[config.mk]
export PLATFORM = sky130hd
export DESIGN_NAME = genome_population_table_top
export DESIGN_NICKNAME = d
export VERILOG_FILES = /design/src/rtl/gpt_pkg.sv /design/src/rtl/gpt_table.sv /design/src/rtl/genome_population_table_top.sv
export SDC_FILE = /design/constraint.sdc
export NUM_CORES = 2
export LEC_CHECK = 0
export BUFFER_PORTS_ARGS = -buffer_cell sky130_fd_sc_hd__clkbuf_2
export CAP_MARGIN = 20
export CORE_MARGIN = 3
export CORE_UTILIZATION = 25
export DETAILED_ROUTE_END_ITERATION = 12
export PLACE_DENSITY_LB_ADDON = 0.1
export SLEW_MARGIN = 15
export SYNTH_ARGS = -nofsm -noshare
export SYNTH_HDL_FRONTEND = slang
export SYNTH_SLANG_ARGS = --single-unit
[constraint.sdc]
create_clock -name clk_i -period 10.41 [get_ports clk_i]
set_input_delay 1.041 -clock clk_i [delete_from_list [all_inputs] [get_ports clk_i]]
set_output_delay 1.041 -clock clk_i [all_outputs]
set_load 0.02 [all_outputs]
[src/rtl/gpt_pkg.sv]
// ----------------------------------------------------------------------------
// Genome population table package
// Sizes, codes and word types shared by the population table modules.
// ----------------------------------------------------------------------------
`timescale 1ns / 1ps
`default_nettype none

package gpt_pkg;

  // Table capacity and the widths that follow from it.
  localparam int CAPACITY = 16;
  localparam int IDX_W    = $clog2(CAPACITY);
  localparam int CNT_W    = $clog2(CAPACITY + 1);
  localparam int TRI_W    = $clog2(CAPACITY * (CAPACITY + 1) / 2 + 1);
  localparam int LHS_W    = 16 + TRI_W;

  // Fitness of -1.0 in Q16.16.
  localparam logic signed [31:0] FIT_MINUS_ONE = -32'sd65536;

  // Configuration register indexes.
  localparam logic CFG_IDX_LIMIT = 1'b0;
  localparam logic CFG_IDX_MODE  = 1'b1;

  // Selection modes.
  localparam logic [1:0] MODE_RANDOM = 2'd0;
  localparam logic [1:0] MODE_BEST   = 2'd1;
  localparam logic [1:0] MODE_RANK   = 2'd2;

  typedef enum logic [1:0] {
    OP_STORE  = 2'd0,
    OP_SELECT = 2'd1,
    OP_CLEAR  = 2'd2
  } op_e;

  typedef enum logic [3:0] {
    ST_NEW       = 4'd0,
    ST_OVERWRITE = 4'd1,
    ST_REPLACED  = 4'd2,
    ST_REJECTED  = 4'd3,
    ST_SELECTED  = 4'd4,
    ST_EMPTY_REG = 4'd5,
    ST_EMPTY     = 4'd6,
    ST_CLEARED   = 4'd7,
    ST_ERROR     = 4'd8
  } status_e;

  typedef enum logic [3:0] {
    S_IDLE,
    S_SCAN,
    S_DECIDE,
    S_FIT_WR,
    S_REMOVE,
    S_INSERT,
    S_MOD,
    S_BEST,
    S_RANK_I,
    S_RANK_J,
    S_RANK_K,
    S_FINISH
  } state_e;

  typedef struct packed {
    logic [1:0]         opcode;
    logic [9:0]         robot_num;
    logic [31:0]        gene_id;
    logic signed [31:0] fitness;
    logic [15:0]        random_draw;
  } in_word_t;

  typedef struct packed {
    logic [3:0]         status;
    logic [3:0]         payload_slot;
    logic [9:0]         sel_robot_num;
    logic [31:0]        sel_gene_id;
    logic signed [31:0] sel_fitness;
    logic [4:0]         entry_count;
  } out_word_t;

  // One table entry.
  typedef struct packed {
    logic [9:0]         robot;
    logic [31:0]        gene;
    logic signed [31:0] fitness;
    logic [IDX_W-1:0]   slot;
  } entry_t;

  // Commands from the sequencer to the entry table.
  typedef struct packed {
    logic             wr_fit;
    logic             ins;
    logic             rem;
    logic [IDX_W-1:0] pos;
    logic [IDX_W-1:0] rd_addr;
    entry_t           ent;
  } tbl_ctrl_t;

endpackage

`default_nettype wire

[src/rtl/gpt_table.sv]
// ----------------------------------------------------------------------------
// Genome population entry table
// Key-ordered entry registers with one read port, an insert shift, a remove
// shift and a fitness write.
// ----------------------------------------------------------------------------
`timescale 1ns / 1ps
`default_nettype none

module gpt_table import gpt_pkg::*; (
  input  wire logic      clk_i,
  input  wire tbl_ctrl_t ctrl_i,
  output entry_t         rd_ent_o
);

  entry_t ent_q [CAPACITY];

  // Read port at the address chosen by the sequencer.
  assign rd_ent_o = ent_q[ctrl_i.rd_addr];

  // Each entry takes its neighbour on a shift, or the new data or fitness at the position.
  for (genvar k = 0; k < CAPACITY; k++) begin : g_ent
    logic at_pos, above_pos;
    assign at_pos    = (ctrl_i.pos == IDX_W'(k));
    assign above_pos = (IDX_W'(k) > ctrl_i.pos);

    always_ff @(posedge clk_i) begin
      if (ctrl_i.ins) begin
        if (at_pos) begin
          ent_q[k] <= ctrl_i.ent;
        end
        if (k > 0) begin
          if (above_pos) begin
            ent_q[k] <= ent_q[(k > 0) ? k - 1 : 0];
          end
        end
      end else if (ctrl_i.rem) begin
        if (k < CAPACITY - 1) begin
          if (at_pos || above_pos) begin
            ent_q[k] <= ent_q[(k < CAPACITY - 1) ? k + 1 : k];
          end
        end
      end else if (ctrl_i.wr_fit && at_pos) begin
        ent_q[k].fitness <= ctrl_i.ent.fitness;
      end
    end
  end

endmodule

`default_nettype wire

[src/rtl/genome_population_table_top.sv]
// ----------------------------------------------------------------------------
// Genome population table
// Key-ordered genome table with replace-worst storage and mode-driven
// selection, run by a small sequencer over one entry read port.
// ----------------------------------------------------------------------------
// Use: an operation word enters on in_valid_i / in_stall_o and one result word
// leaves on out_valid_o / out_stall_i for every accepted word. Configuration
// words (population limit, selection mode) enter on cfg_valid_i / cfg_ready_o
// and are taken at any time; they should be written while the block is idle.
// The block handles one word at a time and holds in_stall_o high meanwhile.
// Steps per word, with n entries in the table: clear or an empty select go
// straight to the result; store scans every entry through the read port, then
// decides and takes the fitness write, removal and insertion steps as needed;
// random select takes a 16-step restoring remainder of the draw by n; best
// select scans every entry; rank select counts each candidate's rank over all
// entries through the single read port. A finished result waits in the output
// register while the receiver stalls; the next word is accepted but its result
// is held back until the register is free. Reset empties the table and sets the
// limit to 16 and the mode to random.
// ----------------------------------------------------------------------------
`timescale 1ns / 1ps
`default_nettype none

module genome_population_table_top import gpt_pkg::*; (
  input  wire logic      clk_i,
  input  wire logic      rst_ni,
  input  wire logic      in_valid_i,
  output logic           in_stall_o,
  input  wire in_word_t  in_word_i,
  output logic           out_valid_o,
  input  wire logic      out_stall_i,
  output out_word_t      out_word_o,
  input  wire logic      cfg_valid_i,
  output logic           cfg_ready_o,
  input  wire logic      cfg_index_i,
  input  wire logic [4:0] cfg_data_i
);

  state_e state_q, state_d;

  logic [4:0]         limit_q;
  logic [1:0]         mode_q;
  logic [CNT_W-1:0]   count_q;
  logic [1:0]         op_q;
  logic [9:0]         robot_q;
  logic [31:0]        gene_q;
  logic signed [31:0] fit_q;
  logic [15:0]        draw_q;
  status_e            status_q;
  logic [IDX_W-1:0]   slot_q;
  logic [CNT_W-1:0]   k_q;
  logic [3:0]         bit_q;
  logic               found_q;
  logic [IDX_W-1:0]   idx_q;
  logic [IDX_W-1:0]   islot_q;
  logic [IDX_W-1:0]   w_q;
  logic [IDX_W-1:0]   wslot_q;
  logic signed [31:0] wfit_q;
  logic [CNT_W-1:0]   p_q;
  logic [CAPACITY-1:0] used_q;
  logic signed [31:0] best_q;
  logic [IDX_W-1:0]   sel_q;
  logic               have_q;
  logic [CNT_W:0]     rem_q;
  logic [CNT_W-1:0]   i_q;
  logic [TRI_W-1:0]   tri_q;
  logic [LHS_W-1:0]   lhs_q;
  logic [CNT_W-1:0]   j_q;
  logic signed [31:0] fj_q;
  logic [CNT_W-1:0]   rank_q;
  out_word_t          out_q;
  logic               out_valid_q;

  tbl_ctrl_t  tbl_ctrl;
  entry_t     rd_ent;

  logic             accept;
  logic             out_free;
  logic [CNT_W-1:0] lim_eff;
  logic             below_lim;
  logic             beats_worst;
  logic             last_k;
  logic             key_eq, key_lt;
  logic [IDX_W-1:0] free_slot;
  logic [CNT_W:0]   rem_shift;
  logic [LHS_W-1:0] rank_bound;
  logic             rank_inc;
  logic [CNT_W-1:0] rank_final;
  logic [TRI_W-1:0] total;

  gpt_table u_table (
    .clk_i    (clk_i),
    .ctrl_i   (tbl_ctrl),
    .rd_ent_o (rd_ent)
  );

  // Handshake terms.
  assign accept      = in_valid_i && !in_stall_o;
  assign in_stall_o  = (state_q != S_IDLE);
  assign out_free    = !out_valid_q || !out_stall_i;
  assign out_valid_o = out_valid_q;
  assign out_word_o  = out_q;
  assign cfg_ready_o = 1'b1;

  // Effective population limit, kept between one and the capacity.
  always_comb begin
    if (limit_q == 5'd0) begin
      lim_eff = CNT_W'(1);
    end else if (int'(limit_q) > CAPACITY) begin
      lim_eff = CNT_W'(CAPACITY);
    end else begin
      lim_eff = CNT_W'(limit_q);
    end
  end

  assign below_lim   = (count_q < lim_eff);
  assign beats_worst = (wfit_q < fit_q);
  assign last_k      = ((k_q + CNT_W'(1)) == count_q);
  assign key_eq      = (rd_ent.robot == robot_q) && (rd_ent.gene == gene_q);
  assign key_lt      = (rd_ent.robot < robot_q) ||
                       ((rd_ent.robot == robot_q) && (rd_ent.gene < gene_q));

  // Lowest slot not tagged on any entry.
  always_comb begin
    free_slot = '0;
    for (int s = CAPACITY - 1; s >= 0; s--) begin
      if (!used_q[s]) begin
        free_slot = IDX_W'(s);
      end
    end
  end

  // One step of the restoring remainder of the draw by the entry count.
  assign rem_shift = {rem_q[CNT_W-1:0], draw_q[4'd15 - bit_q]};

  // Rank bound 65535 * tri, and the triangular total of the count.
  assign rank_bound = {tri_q, 16'd0} - LHS_W'(tri_q);
  assign total      = TRI_W'(((2 * CNT_W)'(count_q) *
                              (2 * CNT_W)'(count_q + CNT_W'(1))) >> 1);

  // Rank counting: entries below the candidate, ties broken by key order.
  assign rank_inc   = (rd_ent.fitness < fj_q) || ((rd_ent.fitness == fj_q) && (k_q < j_q));
  assign rank_final = rank_q + CNT_W'(rank_inc);

  // Next state.
  always_comb begin
    state_d = state_q;
    case (state_q)
      S_IDLE: begin
        if (accept) begin
          case (in_word_i.opcode)
            OP_STORE:  state_d = (count_q == '0) ? S_DECIDE : S_SCAN;
            OP_SELECT: begin
              if (mode_q > MODE_RANK || count_q == '0) begin
                state_d = S_FINISH;
              end else if (mode_q == MODE_RANDOM) begin
                state_d = S_MOD;
              end else if (mode_q == MODE_BEST) begin
                state_d = S_BEST;
              end else begin
                state_d = S_RANK_I;
              end
            end
            default: state_d = S_FINISH;
          endcase
        end
      end
      S_SCAN: begin
        if (last_k) begin
          state_d = S_DECIDE;
        end
      end
      S_DECIDE: begin
        if (below_lim) begin
          state_d = found_q ? S_FIT_WR : S_INSERT;
        end else if (count_q == '0 || !beats_worst) begin
          state_d = S_FINISH;
        end else begin
          state_d = found_q ? S_FIT_WR : S_REMOVE;
        end
      end
      S_FIT_WR: begin
        state_d = (status_q == ST_REPLACED && idx_q != w_q) ? S_REMOVE : S_FINISH;
      end
      S_REMOVE: state_d = found_q ? S_FINISH : S_INSERT;
      S_INSERT: state_d = S_FINISH;
      S_MOD: begin
        if (bit_q == 4'd15) begin
          state_d = S_FINISH;
        end
      end
      S_BEST: begin
        if (last_k) begin
          state_d = S_FINISH;
        end
      end
      S_RANK_I: begin
        if (!((i_q + CNT_W'(1)) < count_q && lhs_q > rank_bound)) begin
          state_d = S_RANK_J;
        end
      end
      S_RANK_J: state_d = S_RANK_K;
      S_RANK_K: begin
        if (last_k) begin
          if (rank_final == i_q || (j_q + CNT_W'(1)) == count_q) begin
            state_d = S_FINISH;
          end else begin
            state_d = S_RANK_J;
          end
        end
      end
      S_FINISH: begin
        if (out_free) begin
          state_d = S_IDLE;
        end
      end
      default: state_d = S_IDLE;
    endcase
  end

  // Table commands and read address.
  always_comb begin
    tbl_ctrl             = '0;
    tbl_ctrl.ent.robot   = robot_q;
    tbl_ctrl.ent.gene    = gene_q;
    tbl_ctrl.ent.fitness = fit_q;
    tbl_ctrl.ent.slot    = slot_q;
    tbl_ctrl.rd_addr     = k_q[IDX_W-1:0];
    case (state_q)
      S_FIT_WR: begin
        tbl_ctrl.wr_fit = 1'b1;
        tbl_ctrl.pos    = idx_q;
      end
      S_REMOVE: begin
        tbl_ctrl.rem = 1'b1;
        tbl_ctrl.pos = w_q;
      end
      S_INSERT: begin
        tbl_ctrl.ins = 1'b1;
        tbl_ctrl.pos = p_q[IDX_W-1:0];
      end
      S_RANK_J: tbl_ctrl.rd_addr = j_q[IDX_W-1:0];
      S_FINISH: tbl_ctrl.rd_addr = sel_q;
      default:  tbl_ctrl.rd_addr = k_q[IDX_W-1:0];
    endcase
  end

  // State, configuration and count registers.
  always_ff @(posedge clk_i or negedge rst_ni) begin
    if (!rst_ni) begin
      state_q     <= S_IDLE;
      limit_q     <= 5'd16;
      mode_q      <= MODE_RANDOM;
      count_q     <= '0;
      out_valid_q <= 1'b0;
    end else begin
      state_q <= state_d;
      if (cfg_valid_i && cfg_ready_o) begin
        if (cfg_index_i == CFG_IDX_LIMIT) begin
          limit_q <= cfg_data_i;
        end else begin
          mode_q <= cfg_data_i[1:0];
        end
      end
      if (accept && in_word_i.opcode == OP_CLEAR) begin
        count_q <= '0;
      end else if (state_q == S_REMOVE) begin
        count_q <= count_q - CNT_W'(1);
      end else if (state_q == S_INSERT) begin
        count_q <= count_q + CNT_W'(1);
      end
      if (state_q == S_FINISH && out_free) begin
        out_valid_q <= 1'b1;
      end else if (!out_stall_i) begin
        out_valid_q <= 1'b0;
      end
    end
  end

  // Working registers of the sequencer.
  always_ff @(posedge clk_i) begin
    case (state_q)
      S_IDLE: begin
        op_q     <= in_word_i.opcode;
        robot_q  <= in_word_i.robot_num;
        gene_q   <= in_word_i.gene_id;
        fit_q    <= in_word_i.fitness;
        draw_q   <= in_word_i.random_draw;
        lhs_q    <= LHS_W'(in_word_i.random_draw) * LHS_W'(total);
        k_q      <= '0;
        bit_q    <= '0;
        found_q  <= 1'b0;
        p_q      <= '0;
        used_q   <= '0;
        best_q   <= FIT_MINUS_ONE;
        have_q   <= 1'b0;
        rem_q    <= '0;
        i_q      <= '0;
        tri_q    <= TRI_W'(1);
        j_q      <= '0;
        rank_q   <= '0;
        slot_q   <= '0;
        sel_q    <= '0;
        status_q <= ST_ERROR;
        if (in_word_i.opcode == OP_CLEAR) begin
          status_q <= ST_CLEARED;
        end else if (in_word_i.opcode == OP_SELECT && mode_q <= MODE_RANK &&
                     count_q == '0) begin
          status_q <= (mode_q == MODE_RANDOM) ? ST_EMPTY_REG : ST_EMPTY;
        end
      end
      S_SCAN: begin
        if (key_eq) begin
          found_q <= 1'b1;
          idx_q   <= k_q[IDX_W-1:0];
          islot_q <= rd_ent.slot;
        end
        if (key_lt) begin
          p_q <= p_q + CNT_W'(1);
        end
        used_q[rd_ent.slot] <= 1'b1;
        if (k_q == '0 || rd_ent.fitness < wfit_q) begin
          w_q     <= k_q[IDX_W-1:0];
          wfit_q  <= rd_ent.fitness;
          wslot_q <= rd_ent.slot;
        end
        k_q <= k_q + CNT_W'(1);
      end
      S_DECIDE: begin
        if (below_lim) begin
          status_q <= found_q ? ST_OVERWRITE : ST_NEW;
          slot_q   <= found_q ? islot_q : free_slot;
        end else if (count_q == '0 || !beats_worst) begin
          status_q <= ST_REJECTED;
        end else begin
          status_q <= ST_REPLACED;
          slot_q   <= found_q ? islot_q : wslot_q;
        end
      end
      S_REMOVE: begin
        // Keys below the new one lose one place when the worst sat among them.
        if ({1'b0, w_q} < p_q) begin
          p_q <= p_q - CNT_W'(1);
        end
      end
      S_MOD: begin
        if (rem_shift >= {1'b0, count_q}) begin
          rem_q <= rem_shift - {1'b0, count_q};
        end else begin
          rem_q <= rem_shift;
        end
        bit_q <= bit_q + 4'd1;
        if (bit_q == 4'd15) begin
          have_q <= 1'b1;
          if (rem_shift >= {1'b0, count_q}) begin
            sel_q <= IDX_W'(rem_shift - {1'b0, count_q});
          end else begin
            sel_q <= IDX_W'(rem_shift);
          end
        end
      end
      S_BEST: begin
        if (rd_ent.fitness > best_q) begin
          best_q <= rd_ent.fitness;
          sel_q  <= k_q[IDX_W-1:0];
          have_q <= 1'b1;
        end
        k_q <= k_q + CNT_W'(1);
      end
      S_RANK_I: begin
        if ((i_q + CNT_W'(1)) < count_q && lhs_q > rank_bound) begin
          i_q   <= i_q + CNT_W'(1);
          tri_q <= tri_q + TRI_W'(i_q) + TRI_W'(2);
        end
      end
      S_RANK_J: begin
        fj_q   <= rd_ent.fitness;
        k_q    <= '0;
        rank_q <= '0;
      end
      S_RANK_K: begin
        rank_q <= rank_final;
        k_q    <= k_q + CNT_W'(1);
        if (last_k) begin
          if (rank_final == i_q) begin
            sel_q  <= j_q[IDX_W-1:0];
            have_q <= 1'b1;
          end
          j_q <= j_q + CNT_W'(1);
        end
      end
      S_FINISH: begin
        if (out_free) begin
          out_q.entry_count <= 5'(count_q);
          if (have_q) begin
            out_q.status        <= ST_SELECTED;
            out_q.payload_slot  <= 4'(rd_ent.slot);
            out_q.sel_robot_num <= rd_ent.robot;
            out_q.sel_gene_id   <= rd_ent.gene;
            out_q.sel_fitness   <= rd_ent.fitness;
          end else begin
            out_q.status        <= status_q;
            out_q.sel_robot_num <= '0;
            out_q.sel_gene_id   <= '0;
            out_q.sel_fitness   <= '0;
            if (op_q == OP_STORE && status_q <= ST_REPLACED) begin
              out_q.payload_slot <= 4'(slot_q);
            end else begin
              out_q.payload_slot <= '0;
            end
          end
        end
      end
      default: begin
        k_q <= k_q;
      end
    endcase
  end

endmodule

`default_nettype wire

# After elaboration in Yosys (flattened, before gate mapping)
# Memory sizes are Yosys's and may differ from the RTL's.
# Index checks and enable logic that the tools add are counted.
# word_totals
register_bits,404
latch_bits,0
ram_bits,1248
romBits,0
in_bits,103
output_inout_bits,90
n_memories,1
# memory_table
name,words,width,read_ports,rd_ports_with_merged_regs,wr,line_no,rtl
u_table.ent_q,16,78,17,0,16,gpt_table.sv:15,entry_t ent_q [CAPACITY];
# classes
addsub,15
mul,2
div,0
n_lt_le_gt_ge,35
eq_ne,53
shifts,0
n_mux,359
bitwise,48
reduce_logical,89
# op_table
cell,n
78-bit two-way mux,31
32-bit two-way mux,17
1-bit two-way mux,231
4-bit two-way mux,42
32-bit less-than comparator,4
32-bit == test,2
32-bit case mux with 2 select lines,1
"4-bit == test, second input constant",13
5-bit two-way mux,10
5-bit case mux with 2 select lines,5
4-bit case mux with 12 select lines,1
1-bit OR,46
4-bit case mux with 2 select lines,5
"4-bit by 3-bit == test with 1-bit output, second input constant",8
32-bit > comparator,1
"4-bit > comparator, first input constant",8
16-bit case mux with 2 select lines,1
1-bit logical AND,28
"5-bit by 1-bit adder with 5-bit output, second input constant",5
24-bit > comparator,1
16-bit by 8-bit multiplier with 24-bit output,1
"2-bit != test, second input constant",12
24-bit by 8-bit subtractor with 24-bit output,1
1-bit logical OR,22
57 further kinds,105

# Depth between registers and ports, before layout
# logic_depth
ltp_word,19
depth_mapped,34
mapped_depth_nobuf,32

# Hierarchy
# From an unflattened synthesis, not the netlist that was laid out.
# unflattened
cells_unflattened,9219
hier_area_um2,101372.2
# modules_own_cells
mod,n_inst,cells_each,area_each_um2,seq_area_each_um2
gpt_table,1,6902,75268.4,37475.9
genome_population_table_top,1,2317,26103.8,12047.8

# Worst setup path after synthesis
# No wires, ideal clock.
# synth_timing
path_kind,register -> register
from,register count_q[1]
to,register lhs_q[22] (data pin)
t_arrival_ns,8.203
t_required_ns,10.144
path_slack_ns,1.941
stages_incl_launch_ff,31
n_path_buf,3
synth_period_minus_slack_ns,8.469
path_cell_list,dfrtp_1 > inv_1 > ha_1 > clkbuf_1 > clkbuf_1 > nand2_1 > fa_1 > fa_1 > fa_1 > inv_1 > ha_1 > a21o_1 > a21oi_1 > o21bai_1 > a21oi_1 > xor2_1 > clkbuf_1 > nand2_1 > fa_1 > fa_1 > fa_1 > inv_1 > fa_1 > ha_1 > a21o_1 > or2_2 > o311a_1 > o21ai_0 > o31ai_1 > o41ai_1 > xnor2_1
# synth_between
elab_chain_len,3
# synth_rtl
item,line_no,rtl
"start, declared",genome_population_table_top.sv:43,logic [CNT_W-1:0] count_q;
"start signal, assigned",genome_population_table_top.sv:268,count_q <= count_q - CNT_W'(1);
"start signal, assigned",genome_population_table_top.sv:270,count_q <= count_q + CNT_W'(1);
5-bit by 1-bit adder with 6-bit output,genome_population_table_top.sv:139,(2 * CNT_W)'(count_q + CNT_W'(1))) >> 1);
5-bit by 6-bit multiplier with 9-bit output (*),genome_population_table_top.sv:138,assign total = TRI_W'(((2 * CNT_W)'(count_q) *
16-bit by 8-bit multiplier with 24-bit output (*),genome_population_table_top.sv:289,lhs_q <= LHS_W'(in_word_i.random_draw) * LHS_W'(total);
"end signal, assigned",genome_population_table_top.sv:289,
"end, declared",genome_population_table_top.sv:67,logic [LHS_W-1:0] lhs_q;
# Mark *: on every way between the ends. The rest lies on a longest branch, timed or not.
# A chain may end at the register's enable or synchronous reset.

# Worst setup path in the final report
# Same ends and word-level chain as after synthesis.

==> results.json <==
{
  "critical_path.reg2reg.startpoint": "count_q[1]",
  "crit_path_max_fanout": 19,
  "mostFrequentLayoutCells": "sky130_fd_sc_hd__nand2_1, sky130_fd_sc_hd__edfxtp_1, sky130_fd_sc_hd__nor2_1",
  "synth_register_bits": 1652,
  "post_synth_main_area_contributors": "sky130_fd_sc_hd__edfxtp_1, sky130_fd_sc_hd__nand2_1, sky130_fd_sc_hd__mux2i_1",
  "detailed_router_iteration_count_before_antenna_repair": 6,
  "ys_async_sr_fraction_pct": 1.03,
  "placed_cells": 15100,
  "tritoncts": "yes",
  "yosys_warnings": 0,
  "synth_largest_area_cell": "sky130_fd_sc_hd__edfxtp_1",
  "final_cell_utilization_of_the_core_pct": 28.6,
  "crit_start": "count_q[1]",
  "fill_cell_total_of_the_finished_layout": 41300,
  "layout_commonest_cell": "sky130_fd_sc_hd__nand2_1",
  "final_worst_path_cycle_share_pct": 88.1,
  "cts-buffers-inserted": 220,
  "final_antenna_net_count": 0,
  "finish.net_count": 10600,
  "boundaryPins": 193,
  "net_switching_fraction_of_the_power_pct": 48.1,
  "buffer_depth_of_the_longest_clock_path": 4,
  "die_area_um2": 403000,
  "critical_path_required_ps": 11070,
  "power.combinational.fraction_pct": 62.9,
  "max-slew-margin-rel_pct": 20.4,
  "critical-path-max-stage-delay_ps": 780,
  "tightestPinTransition_ps": 1190,
  "cpMaxStageDelayCell": "sky130_fd_sc_hd__ha_1",
  "total_cell_area_at_the_placement_stage_um2": 106000,
  "drc": 0,
  "synth_top_cell_area_share_pct": 49.7,
  "clkSinkCount": 1652,
  "final_area_um2": 112000,
  "synth-edff-count": 1635,
  "timing_hold_violations_final": 0,
  "netlist_instances": 10200,
  "fp-row-count": 230,
  "cp_common_cell": "sky130_fd_sc_hd__fa_1",
  "int_power_mw": 25.6,
  "vias_in_the_first_global_route": 80900,
  "clock_tree.root_cell": "sky130_fd_sc_hd__clkbuf_16",
  "core_area_um2": 393000,
  "outcome": "complete, no violations",
  "worst_clock_skew_ps": 54.2,
  "start_util_pct": 25.1,
  "synth-seq-area-share_pct": 50.1,
  "cts_resized": 0,
  "final_layout_setup_total_negative_slack_ps": 0,
  "grt.total_usage_pct": 22.0,
  "fraction_of_layout_cells_with_a_size_suffix_above_1_pct": 9.90,
  "route.vias.total": 81500,
  "timing_worst_setup_path_type": "reg2reg",
  "clkPwrFrac_pct": 15.1,
  "fin_crit_ps": 9170,
  "route.detailed.wl_per_inst_um": 29.4,
  "synth_flop_cell": "sky130_fd_sc_hd__edfxtp_1",
  "clk_latency_ps": 940,
  "final-max-slew-violation-count": 0,
  "numPortBuffers": 191,
  "worstHoldStart": "in_word_i[83]",
  "drt_iter0_drc": 8323,
  "clock_transition_at_the_registers_of_the_reported_paths_ps": 60,
  "final_cells": 15500,
  "antenna_found_initial": 17,
  "gpl_wtd_cong": 0.800,
  "setup_violations_final": 0,
  "power-per-cell-area_nw_per_um2": 438,
  "maximum_number_of_pins_on_one_net_before_global_route_repair": 145,
  "postSynthNetCount": 10700,
  "worst_ir_drop_vdd_v": 0.00131,
  "ctsHtreeMaxLevel": 4,
  "static-leakage-power_nw": 41.7,
  "place_hpwl_mm": 261,
  "timing.reg2reg.setup_slack_ps": 1240,
  "startpoint_type": "register",
  "die_h_um": 635,
  "netlist_area_before_placement_um2": 98800,
  "worstPathArrival_ps": 9830,
  "rsz0062_at_grt": "no",
  "die_w_um": 635,
  "maxCapViolCount": 0,
  "maxClockFrequency_mhz": 109,
  "yosys.cell_types.count": 90,
  "min-delay-path-class": "in2reg",
  "grt_first_pass_wirelength_mm": 638,
  "seqPwrFrac_pct": 21.9,
  "multiInputGateArea_um2": 45200,
  "vias_per_inst": 5.27,
  "setup.worst_path.end_class": "register",
  "power.switching_mw": 23.7,
  "syn_area_per_cell_um2": 9.69,
  "route.final.wire_length_mm": 455,
  "total_global_routing_overflow": 0,
  "layout.area.seq_um2": 49500,
  "syn2layout_area_growth_pct": 13.9
}
## logic make-up (layout without fill, tap and decap cells)
group / Yosys count / after routing / synth area share (%)
other cells: 1 / 7 / 0.00380
simple gates: 4140 / 4140 / 17.9
flops: 1652 / 1652 / 50.1
compound gates: 1972 / 1972 / 12.0
xor+xnor: 83 / 83 / 0.736
mux: 812 / 812 / 8.60
fa+ha+maj: 400 / 400 / 5.82
buf+inv: 1135 / 1178 / 4.84
## cell type report
| class | count | area share (%) |
|---|---|---|
| Tap cell | 5220 | 5.81 |
| Antenna cell | 6 | 0.0133 |
| Sequential cell | 1652 | 44.0 |
| Timing Repair Buffer | 452 | 2.92 |
| Multi-Input combinational cell | 7408 | 40.2 |
| Inverter | 339 | 1.14 |
| Clock inverter | 107 | 0.789 |
| Clock buffer | 280 | 5.13 |
## flip-flops by register name, summed over array words and instances (netlist names), 8 cells and up
| signal | flops |
|---|---|
| lhs_q | 24 |
| gene_q | 32 |
| fj_q | 32 |
| tri_q | 8 |
| u_table.ent_q | 1248 |
| best_q | 32 |
| robot_q | 10 |
| used_q | 16 |
| fit_q | 32 |
| draw_q | 16 |
| wfit_q | 32 |
| out_word_o | 87 |
## per-layer routing
metal	up-vias	GRT usage (%)	part of all wire [%]
li1	36300	-	-
met3	568	2.57	5.8
met1	41600	29.9	44
met2	3044	37.0	47
met5	-	0	0.0029
met4	2	6.00	2.9
## repair_timing
item	CTS	global route
endpoints found under the hold margin	12	0
hold buffers	1	0
setup buffers	0	0
## power by group through the flow
stage | clock [mW] | combinational (mW) | sequential [mW]
global placement | 0 | 31.5 | 10.9
CTS | 7.67 | 31.6 | 10.8
floorplan | 0 | 21.0 | 10.6
finish | 7.46 | 31.0 | 10.8
global route | 7.90 | 35.0 | 10.9
detailed placement | 0 | 31.4 | 10.9
## stage by stage
stage	power (mW)	worst slack [ps]	hold slack [ps]
final	49.3	1240	274
after global routing	53.8	541	231
after CTS	50.1	1110	176
after detailed placement	42.4	1190	511
after global placement	42.5	1180	543
after floorplan	31.6	1940	470
## worst max-delay path, delay by kind of cell, from the launching register on
family / cells / cell delay (ps)
xor+xnor: 2 / 270
simple gates: 3 / 620
compound gates: 9 / 1960
flops: 1 / 630
fa+ha+maj: 10 / 4690
buf+inv: 5 / 740
## worst paths after layout
| path | cells past startpoint | end |
|---|---|---|
| min in group asynchronous | 2 | count_q[1] |
| worst min register to register | 1 | limit_q[0] |
| max in group asynchronous | 2 | limit_q[4] |
| worst max-delay path | 29 | lhs_q[22] |
| worst min-delay path | 1 | robot_q[3] |
| worst max register to register | 29 | lhs_q[22] |
## Yosys cell counts, types with 9 or more instances
cell                           n
sky130_fd_sc_hd__nand2_1    2251
sky130_fd_sc_hd__edfxtp_1   1635
sky130_fd_sc_hd__nor2_1      759
sky130_fd_sc_hd__nand3_1     628
sky130_fd_sc_hd__mux2i_1     627
sky130_fd_sc_hd__a21oi_1     560
sky130_fd_sc_hd__o21ai_0     520
sky130_fd_sc_hd__clkbuf_1    442
sky130_fd_sc_hd__a31oi_1     337
sky130_fd_sc_hd__inv_1       336
sky130_fd_sc_hd__ha_1        301
sky130_fd_sc_hd__buf_2       251
sky130_fd_sc_hd__and2_1      182
sky130_fd_sc_hd__mux2_2      165
sky130_fd_sc_hd__a311oi_1    150
sky130_fd_sc_hd__fa_1         99
sky130_fd_sc_hd__o22ai_1      96
sky130_fd_sc_hd__and3_1       94
sky130_fd_sc_hd__a22oi_1      80
sky130_fd_sc_hd__a21o_1       61
sky130_fd_sc_hd__xnor2_1      59
sky130_fd_sc_hd__buf_1        52
sky130_fd_sc_hd__nor3_1       49
sky130_fd_sc_hd__buf_4        47
sky130_fd_sc_hd__nand4_1      37
sky130_fd_sc_hd__o21ai_1      33
sky130_fd_sc_hd__nor2b_1      32
sky130_fd_sc_hd__nand2b_1     30
sky130_fd_sc_hd__xor2_1       24
sky130_fd_sc_hd__a211oi_1     22
sky130_fd_sc_hd__o21a_1       20
sky130_fd_sc_hd__dfrtp_1      16
sky130_fd_sc_hd__o211ai_1     13
sky130_fd_sc_hd__mux4_2       11
sky130_fd_sc_hd__nor4_1       11
sky130_fd_sc_hd__a2111oi_0     9
sky130_fd_sc_hd__nand3b_1      9
sky130_fd_sc_hd__o31ai_1       9
Power figures use the tool's default switching activity.
